### config.mk
export PLATFORM = sky130hd
export DESIGN_NAME = inversion_counter
export DESIGN_NICKNAME = d
export VERILOG_FILES = /design/src/sv/ic_pkg.sv /design/src/sv/inversion_counter.sv /design/src/sv/ic_ram.sv /design/src/sv/ic_datapath.sv /design/src/sv/ic_ctrl.sv
export SDC_FILE = /design/constraint.sdc
export NUM_CORES = 2
export LEC_CHECK = 0
export BUFFER_PORTS_ARGS = -buffer_cell sky130_fd_sc_hd__buf_2
export CAP_MARGIN = 30
export CORE_AREA = 3 3 461 463
export CTS_BUF_LIST = sky130_fd_sc_hd__clkbuf_2
export DETAILED_ROUTE_END_ITERATION = 8
export DIE_AREA = 0 0 464 466
export PLACE_DENSITY = 0.59
export SETUP_SLACK_MARGIN = 0.2
export SYNTH_ARGS = -nofsm -noshare
export SYNTH_HDL_FRONTEND = slang
export SYNTH_HIERARCHICAL = 1
export SYNTH_SLANG_ARGS = --single-unit
### constraint.sdc
create_clock -name clk -period 6.2 [get_ports clk]
set_input_delay 1.24 -clock clk [delete_from_list [all_inputs] [get_ports clk]]
set_output_delay 1.24 -clock clk [all_outputs]
set_load 0.01 [all_outputs]
### src/sv/ic_pkg.sv
package ic_pkg;

    localparam int MAX_LEN    = 64;
    localparam int DATA_WIDTH = 32;
    localparam int IN_WIDTH   = 32;
    localparam int IDX_W      = $clog2(MAX_LEN);
    localparam int OCC_W      = $clog2(MAX_LEN + 1);
    localparam int TOT_W      = 11;

    typedef struct packed {
        logic load;
        logic scan;
        logic commit;
    } ic_cmd_t;

    typedef struct packed {
        logic scan_done;
    } ic_status_t;

endpackage

### src/sv/inversion_counter.sv
// inversion_counter: running inversion count over a sequence of signed words
//
// input channel (in_valid / in_stall): one word per beat in value, last marks
// the final word of a sequence. output channel (out_valid / out_stall): one
// result beat per input beat, in order, carrying the running count of pairs
// i<j with A[j] < A[i], a copy of last in is_final and a sticky overflow flag.
// words past the 64th of a sequence are dropped and set overflow.
//
// each word is compared against the stored words of its sequence one at a
// time through the single read port of the word store, so a new word is not
// taken until the scan and the update of the last one are through. the result
// appears in the same cycle that the next word can be taken.
//
// the result sits in an output register: a new word is accepted and scanned
// while an earlier result waits under out_stall; only the final update waits
// for the register to free up. reset clears the count, the fill level and the
// flag; the store needs no clearing pass, only filled entries are ever read.
module inversion_counter
    import ic_pkg::*;
(
    input  logic                clk,
    input  logic                rst_n,
    input  logic                in_valid,
    output logic                in_stall,
    input  logic [IN_WIDTH-1:0] value,
    input  logic                last,
    output logic                out_valid,
    input  logic                out_stall,
    output logic [TOT_W-1:0]    inversions,
    output logic                is_final,
    output logic                overflow
);

    ic_cmd_t    cmd;
    ic_status_t status;

    ic_ctrl u_ctrl (
        .clk       (clk),
        .rst_n     (rst_n),
        .in_valid  (in_valid),
        .in_stall  (in_stall),
        .out_valid (out_valid),
        .out_stall (out_stall),
        .cmd       (cmd),
        .status    (status)
    );

    ic_datapath u_dp (
        .clk        (clk),
        .rst_n      (rst_n),
        .value      (value),
        .last       (last),
        .cmd        (cmd),
        .status     (status),
        .inversions (inversions),
        .is_final   (is_final),
        .overflow   (overflow)
    );

endmodule

### src/sv/ic_ram.sv
module ic_ram #(
    parameter int WIDTH = 32,
    parameter int DEPTH = 64
) (
    input  logic                     clk,
    input  logic                     we,
    input  logic [$clog2(DEPTH)-1:0] waddr,
    input  logic [WIDTH-1:0]         wdata,
    input  logic [$clog2(DEPTH)-1:0] raddr,
    output logic [WIDTH-1:0]         rdata
);

    logic [WIDTH-1:0] mem_reg [DEPTH];
    logic [WIDTH-1:0] rdata_reg;

    always_ff @(posedge clk)
    begin
        if (we)
        begin
            mem_reg[waddr] <= wdata;
        end
        rdata_reg <= mem_reg[raddr];
    end

    assign rdata = rdata_reg;

endmodule

### src/sv/ic_datapath.sv
module ic_datapath
    import ic_pkg::*;
(
    input  logic                clk,
    input  logic                rst_n,
    input  logic [IN_WIDTH-1:0] value,
    input  logic                last,
    input  ic_cmd_t             cmd,
    output ic_status_t          status,
    output logic [TOT_W-1:0]    inversions,
    output logic                is_final,
    output logic                overflow
);

    logic [DATA_WIDTH-1:0] key_reg;
    logic                  last_reg;
    logic [OCC_W-1:0]      occ_reg, occ_next;
    logic [TOT_W-1:0]      total_reg, total_next;
    logic                  ovf_reg, ovf_next;
    logic [OCC_W-1:0]      idx_reg, idx_next;
    logic                  pend_reg, pend_next;
    logic [OCC_W-1:0]      greater_reg, greater_next;
    logic [TOT_W-1:0]      inv_out_reg;
    logic                  final_out_reg;
    logic                  ovf_out_reg;

    logic                  full;
    logic                  issue;
    logic [DATA_WIDTH-1:0] rdata;
    logic [TOT_W:0]        sum;
    logic [TOT_W-1:0]      total_sat;
    logic [DATA_WIDTH-1:0] key_in;

    // offset binary so that unsigned order matches signed order
    assign key_in = value[DATA_WIDTH-1:0] ^ {1'b1, {(DATA_WIDTH-1){1'b0}}};

    assign full  = (occ_reg == OCC_W'(MAX_LEN));
    assign issue = cmd.scan && !full && (idx_reg < occ_reg);
    assign sum   = {1'b0, total_reg} + (TOT_W+1)'(greater_reg);
    assign total_sat = sum[TOT_W] ? {TOT_W{1'b1}} : sum[TOT_W-1:0];

    assign status.scan_done = full || ((idx_reg == occ_reg) && !pend_reg);

    ic_ram #(
        .WIDTH (DATA_WIDTH),
        .DEPTH (MAX_LEN)
    ) u_store (
        .clk   (clk),
        .we    (cmd.commit && !full),
        .waddr (occ_reg[IDX_W-1:0]),
        .wdata (key_reg),
        .raddr (idx_reg[IDX_W-1:0]),
        .rdata (rdata)
    );

    always_comb
    begin
        idx_next     = idx_reg;
        pend_next    = pend_reg;
        greater_next = greater_reg;
        occ_next     = occ_reg;
        total_next   = total_reg;
        ovf_next     = ovf_reg;
        if (cmd.load)
        begin
            idx_next     = '0;
            pend_next    = 1'b0;
            greater_next = '0;
        end
        else if (cmd.scan)
        begin
            pend_next = issue;
            if (issue)
            begin
                idx_next = idx_reg + OCC_W'(1);
            end
            // read data comes from a registered read, in the cycle after its address
            if (pend_reg && (rdata > key_reg))
            begin
                greater_next = greater_reg + OCC_W'(1);
            end
        end
        if (cmd.commit)
        begin
            if (full)
            begin
                ovf_next = 1'b1;
            end
            else
            begin
                total_next = total_sat;
                occ_next   = occ_reg + OCC_W'(1);
            end
            if (last_reg)
            begin
                occ_next   = '0;
                total_next = '0;
                ovf_next   = 1'b0;
            end
        end
    end

    always_ff @(posedge clk or negedge rst_n)
    begin
        if (!rst_n)
        begin
            occ_reg     <= '0;
            total_reg   <= '0;
            ovf_reg     <= 1'b0;
            idx_reg     <= '0;
            pend_reg    <= 1'b0;
            greater_reg <= '0;
        end
        else
        begin
            occ_reg     <= occ_next;
            total_reg   <= total_next;
            ovf_reg     <= ovf_next;
            idx_reg     <= idx_next;
            pend_reg    <= pend_next;
            greater_reg <= greater_next;
        end
    end

    always_ff @(posedge clk)
    begin
        if (cmd.load)
        begin
            key_reg  <= key_in;
            last_reg <= last;
        end
        if (cmd.commit)
        begin
            inv_out_reg   <= full ? total_reg : total_sat;
            final_out_reg <= last_reg;
            ovf_out_reg   <= full | ovf_reg;
        end
    end

    assign inversions = inv_out_reg;
    assign is_final   = final_out_reg;
    assign overflow   = ovf_out_reg;

endmodule

### src/sv/ic_ctrl.sv
module ic_ctrl
    import ic_pkg::*;
(
    input  logic       clk,
    input  logic       rst_n,
    input  logic       in_valid,
    output logic       in_stall,
    output logic       out_valid,
    input  logic       out_stall,
    output ic_cmd_t    cmd,
    input  ic_status_t status
);

    typedef enum logic [2:0] {
        ST_IDLE = 3'b001,
        ST_SCAN = 3'b010,
        ST_DONE = 3'b100
    } state_t;

    state_t state_reg, state_next;
    logic   out_valid_reg, out_valid_next;
    logic   slot_free;

    assign slot_free = !out_valid_reg || !out_stall;
    assign in_stall  = (state_reg != ST_IDLE);
    assign out_valid = out_valid_reg;

    always_comb
    begin
        state_next = state_reg;
        cmd        = '0;
        case (state_reg)
            ST_IDLE:
            begin
                if (in_valid)
                begin
                    cmd.load   = 1'b1;
                    state_next = ST_SCAN;
                end
            end
            ST_SCAN:
            begin
                cmd.scan = 1'b1;
                if (status.scan_done)
                begin
                    state_next = ST_DONE;
                end
            end
            ST_DONE:
            begin
                // hold the finished count until the output register frees up
                if (slot_free)
                begin
                    cmd.commit = 1'b1;
                    state_next = ST_IDLE;
                end
            end
            default:
            begin
                state_next = ST_IDLE;
            end
        endcase
    end

    always_comb
    begin
        out_valid_next = out_valid_reg && out_stall;
        if (cmd.commit)
        begin
            out_valid_next = 1'b1;
        end
    end

    always_ff @(posedge clk or negedge rst_n)
    begin
        if (!rst_n)
        begin
            state_reg     <= ST_IDLE;
            out_valid_reg <= 1'b0;
        end
        else
        begin
            state_reg     <= state_next;
            out_valid_reg <= out_valid_next;
        end
    end

endmodule

-- Yosys cells after proc, flatten, opt, wreduce, memory -nomap -nowiden
Memory sizes are Yosys's and may differ from the RTL's. A register that Yosys moved wholly into a read port is not among the register bits.
Index checks and enable logic that the tools add are counted.
- RAM bits: 2048
- memories kept: 1
- flip-flop bits (word level): 84
- logic and storage cells: 80
- memories (memory ; depth ; bits a word ; read ports ; clocked after memory_dff ; write ports ; RTL line ; source):
    u_dp.u_store.mem_reg ; 64 ; 32 ; 1 ; 1 ; 1 ; ic_ram.sv:13 ; logic [WIDTH-1:0] mem_reg [DEPTH];
- muxes and demuxes: 27
- $lt $le $gt $ge: 2
- eq/ne operators: 10
- bitwise operators: 2
- add/sub/neg operators: 4
- reduce and logical (&&, ||, !) cells: 21
- operator list (cell ; number):
    7-bit two-way mux ; 8
    11-bit two-way mux ; 3
    32-bit > comparator ; 1
    7-bit by 1-bit adder with 7-bit output, second input constant ; 3
    11-bit by 7-bit adder with 12-bit output ; 1
    1-bit two-way mux ; 12
    3-bit two-way mux ; 3
    3-bit one-hot mux with 3 select lines ; 1
    2-bit AND reduction ; 4
    2-bit nonzero test ; 4
    7-bit equality test ; 1
    7-bit equality test, second input constant ; 1
    7-bit < comparator ; 1
    1-bit logical AND ; 6
    1-bit logical NOT ; 4
    2-bit by 1-bit != test with 1-bit output, second input constant ; 2
    2-bit != test, second input constant ; 2
    3-bit by 1-bit equality test with 1-bit output, second input constant ; 1
    3-bit by 2-bit equality test with 1-bit output, second input constant ; 1
    3-bit equality test, second input constant ; 1
    3-bit by 1-bit != test with 1-bit output, second input constant ; 1
    3-bit AND reduction ; 1
    1-bit logical OR ; 2
    1-bit inverter ; 1
    1-bit OR ; 1

-- Depth between registers and ports, before layout
- depth in word-level cells: 7
- mapped depth: 10
- depth with buffers taken out: 9

-- Hierarchy
The synthesis kept the hierarchy.
- by module, submodules not included (module ; instances ; area each (um^2) ; cells each):
    ic_ram ; 1 ; 78515.3 ; 3324
    ic_datapath ; 1 ; 4575.6 ; 418
    ic_ctrl ; 1 ; 214.0 ; 19

-- Worst setup path before layout
Ideal clock, no wire load.
- path kind: in2reg
- from: input out_stall
- to: memory u_dp.u_store.mem_reg[48][0], enable pin
- required time: 5.739 ns
- stages on the path: 8
- path slack: 0.928 ns
- library setup time: 0.461 ns
- arrival: 4.811 ns
- buffers on the path: 1
- path through: nand2_1 > and3_2 > clkbuf_1 > inv_1 > nor2_1 > nor2b_1 > nand4b_1 > nor3_1
- RTL lines (element ; RTL line ; source):
    from (decl) ; inversion_counter.sv:28 ; input logic out_stall,
    to (decl) ; ic_ram.sv:13 ;

-- Worst setup path in the final report
- from: register u_dp.occ_reg[1]
- to: memory u_dp.u_store.mem_reg[4][15], enable pin
- longest elaborated chain between the ends: 5
- RTL lines (element ; RTL line ; source):
    from (decl) ; ic_datapath.sv:17 ; logic [OCC_W-1:0] occ_reg, occ_next;
    from (signal assigned) ; ic_datapath.sv:116 ; occ_reg <= occ_next;
    7-bit equality test ; ic_datapath.sv:37 ; assign full = (occ_reg == OCC_W'(MAX_LEN));
    1-bit logical NOT ; ic_datapath.sv:49 ; .we (cmd.commit && !full),
    1-bit logical AND ; ic_datapath.sv:49 ;
    1-bit two-way mux ; ic_ram.sv:18 ; if (we)
    1-bit two-way mux (implied by the code) ; ic_ram.sv:20 ; mem_reg[waddr] <= wdata;
Several ways; a longest one is shown, not always the timed one.

==> key figures <==
CTS
  • Reg clk slew, reported paths: roughly 0.11 ns
  • Root Buffer Master: clkbuf_2
  • Maximum root-to-sink buffer count: 4
  • Cts bufs inserted: approximately 540
  • CTS sink cnt: around 2200
  • Post-cts resize count: 0
  • Worst-skew pair later-pin latency: 1.78 ns
  • # Post-CTS Setup Buffers: 0
  • CTS hold repair buffers: 66
  • CTS H-tree depth: 6
  • CTS tree: done

Power
  • Worst vdd ir: 0.2756 mV
  • Clock power share: 27.1%
  • Seq pwr share: between 50% and 60%
  • Sw Pwr: around 9.8 mW
  • Total power per unit cell area: about 350 nW/um^2
  • Static Leak: 29.57 nW
  • Combinational power share: 20.7%
  • Switching Share: ~30%
  • Int Power: between 20 and 25 mW
  • Power Total: approximately 33 mW

Timing
  • Min Tclk post-route: between 4 and 5 ns
  • Achievable Freq: 216.2 MHz
  • Max_slew headroom: about a fifth
  • Worst hold slack: between 0.2 and 0.3 ns
  • Clk_skew: roughly 0.18 ns
  • Post-route setup TNS: 0 ns
  • Period utilisation layout: 74.59%
  • Final setup fails: 0
  • Final Hold Viols: 0
  • Worst-margin pin slew: about 1.2 ns
  • Worst Setup Slack, final: approximately 1.6 ns
  • Pins Over Slew Limit: 0
  • Unrepaired setup endpoints after global routing: false

Synthesis
  • Main combinational cell family by area after synthesis: multiplexers
  • Synth warn: 6
  • Post-Synth XOR/XNOR Area: 0.08411%
  • Post-synthesis adder-cell area fraction: 0.7750%
  • Post-synthesis sequential area ratio: between 70% and 80%
  • Synth Area in Simple Gates: under 10%
  • Ys async rst share: about 1.8%
  • Mapped Area: between 80000 and 90000 um^2
  • Syn_area_per_cell: 22.15 um^2
  • Mapped Nets: between 3000 and 4000
  • Area fraction in compound gates after synthesis: between 2 and 2.5%
  • Mux cell area share after synthesis: 15.92%
  • Synth Register Bits: roughly 2200
  • Netlist cell types: 78
  • Mapped Cells: approximately 3800
  • EDFF count, synth: ~2100
  • Synth Flop Type: edfxtp_1

Hold path
  • WHS Path Cells: 2
  • HP Class: in2reg
  • Worst Hold Path EP: u_dp/key_reg[9]
  • Critical hold path startpoint: value[9]

Final layout
  • Most frequent cells in the layout: edfxtp_1, clkbuf_2, mux4_2
  • Design area: around 94000 um^2
  • Commonest non-fill, non-tap cell in the layout: edfxtp_1
  • Share of post-route cells with drive strength above 1: a little over a third
  • Nets: roughly 4500
  • Fill count: about 18000
  • Layout Area Growth over Synthesis: 12.42%
  • Max FFs per register: about 2000

Placement
  • Pre-CTS WS: approximately 1.6 ns
  • DP Wirelength: roughly 130000 um
  • # port buffers: 51
  • Cell Area, Placed: 88530 um^2
  • Placer Congestion: 0.8920

Worst setup path
  • Reg-to-reg critical path startpoint: u_dp/occ_reg[1]
  • CP bufs+invs: 3
  • Worst R2R End: u_dp/u_store/mem_reg[4][15]
  • Arrival time worst endpoint: approximately 6.0 ns
  • Reg2Reg Depth: 9
  • Crit path required time: between 7 and 8 ns
  • Worst Setup Start Kind: flip-flop
  • Crit. End Element: flip-flop
  • CP Max Fanout: 19
  • Critical Path Max Stage Delay: a little under 0.8 ns
  • R2r setup slk: approximately 1.6 ns
  • Cell-by-cell trace of the critical path: inv_1 -> ha_1 -> and3_1 -> nor2_1 -> nor2b_1 -> nand2_1 -> buf_8 -> nor2_4 -> buf_4
  • CP max stage cell: dfrtp_1
  • Setup Crit Path Kind: reg2reg
  • Worst path top cell family by delay: simple AND/OR/NAND/NOR gates

Detailed routing
  • Residual DRC count: 0
  • Vias: about 42000
  • Drt first pass iters: 5
  • Initial detailed-routing violation count: ~4600
  • Antenna Violating Nets Remaining: 0
  • Number of vias per cell: ~5.5
  • Final WL: 214100 um
  • Routed len/inst: approximately 28 um

Global routing
  • Largest net degree at the start of global routing: 112
  • Vias in the first global route: roughly 43000
  • Total GRT Usage: 19.74%
  • First-pass GRT wire length: around 310000 um
  • Grt total ovfl: 0
  • Antenna violations before repair: 8

Outcome
  • Status: complete, no violations

Die
  • IO Pins: 52
  • Row Count: ~170
  • Starting Density: roughly two fifths
  • Die W: 464 um
  • Die H: roughly 470 um
  • Area of the core: approximately 210000 um^2
  • Die Area: ~220000 um^2

Run
  • Max-Cap Viols: 0
-- logic make-up (layout without fill, tap and decap cells) --
logic type	Yosys count	count (layout)
flip-flops	2164	2164
multiplexers	644	644
other	0	14
XOR/XNOR	8	8
adder cells (fa/ha/maj)	51	51
AND/OR/NAND/NOR	350	350
AO/OA/AOI/OAI	305	305
buffers and inverters	239	1222
-- worst max-delay path by stage --
stage                     cells after the start                            to            start
after CTS                                     9   u_dp/u_store/mem_reg[4][15]  u_dp/occ_reg[1]
after detailed placement                     10   u_dp/u_store/mem_reg[4][31]        out_stall
after global placement                        9  u_dp/u_store/mem_reg[32][26]        out_stall
after floorplan                               8   u_dp/u_store/mem_reg[48][0]        out_stall
final                                         9   u_dp/u_store/mem_reg[4][15]  u_dp/occ_reg[1]
after global routing                          9  u_dp/u_store/mem_reg[32][28]  u_dp/occ_reg[1]
-- metal layers --
layer  global-route usage (%)  share of wire (%)  up-vias  wire length (um)
li1                         -                  -    17490                 -
met1                    26.35                 40    21960             85700
met2                    32.41                 50     1728            107100
met3                    4.420                7.7      322             16380
met4                    6.232                2.3        0              4967
met5                        0                  0        -                 0
-- power by group through the flow --
stage / clock network [mW] / logic (mW) / registers, mW
3_5_place_dp: 0 / 6.90 / 17.4
2_1_floorplan: 0 / 4.01 / 17.7
3_3_place_gp: 0 / 6.82 / 17.4
4_1_cts: 9.19 / 6.93 / 17.1
6_report: 8.87 / 6.80 / 17.1
5_1_grt: 9.97 / 7.18 / 17.1
-- Yosys cell counts, types with 5 or more instances --
cell type	n	share of area [%]
a221o_1	5	0.060
mux2_1	5	0.068
o32ai_1	7	0.074
buf_4	25	0.23
mux2i_1	95	1.1
xnor2_1	7	0.074
o21ai_0	15	0.090
nand3b_1	7	0.063
o221ai_1	27	0.28
or3_1	7	0.053
inv_1	49	0.22
ha_1	50	0.75
nand4_1	14	0.11
dfrtp_1	37	1.1
edfxtp_1	2094	75
nand2b_1	16	0.12
a41o_1	5	0.060
nor3_1	16	0.096
buf_6	5	0.068
a311oi_1	8	0.084
nand2_1	45	0.20
a22oi_1	12	0.11
a21oi_1	103	0.62
dfxtp_1	32	0.77
nand3_1	16	0.096
mux4_2	544	15
a21o_1	5	0.045
buf_1	21	0.095
buf_2	58	0.35
o22ai_1	84	0.63
and3_1	7	0.053
nor2_1	169	0.76
clkbuf_1	80	0.36
nor2b_1	21	0.16
-- area by class of cell --
| type | count | area (um^2) | area share [%] |
|---|---|---|---|
| well taps | 2805 | 3510 | 3.748 |
| multi-input cells | 1358 | 18210 | 19.44 |
| clock buffers | 767 | 3839 | 4.099 |
| inverters | 49 | 183.9 | 0.1964 |
| clock inverters | 113 | 510.5 | 0.5451 |
| flip-flops and latches | 2164 | 64490 | 68.86 |
| repair buffers | 293 | 2875 | 3.070 |
| diodes | 14 | 35.03 | 0.03741 |
-- through the flow --
| step | instances | utilization [%] |
|---|---|---|
| after floorplan | 3761 | - |
| after global placement | 6570 | 42.03 |
| after detailed placement | 6599 | 42.33 |
| after CTS | 7545 | 44.73 |
| after global routing | 7557 | 44.77 |
| final | 7563 | 44.78 |
No activity file was read; power rests on OpenSTA's default activity.
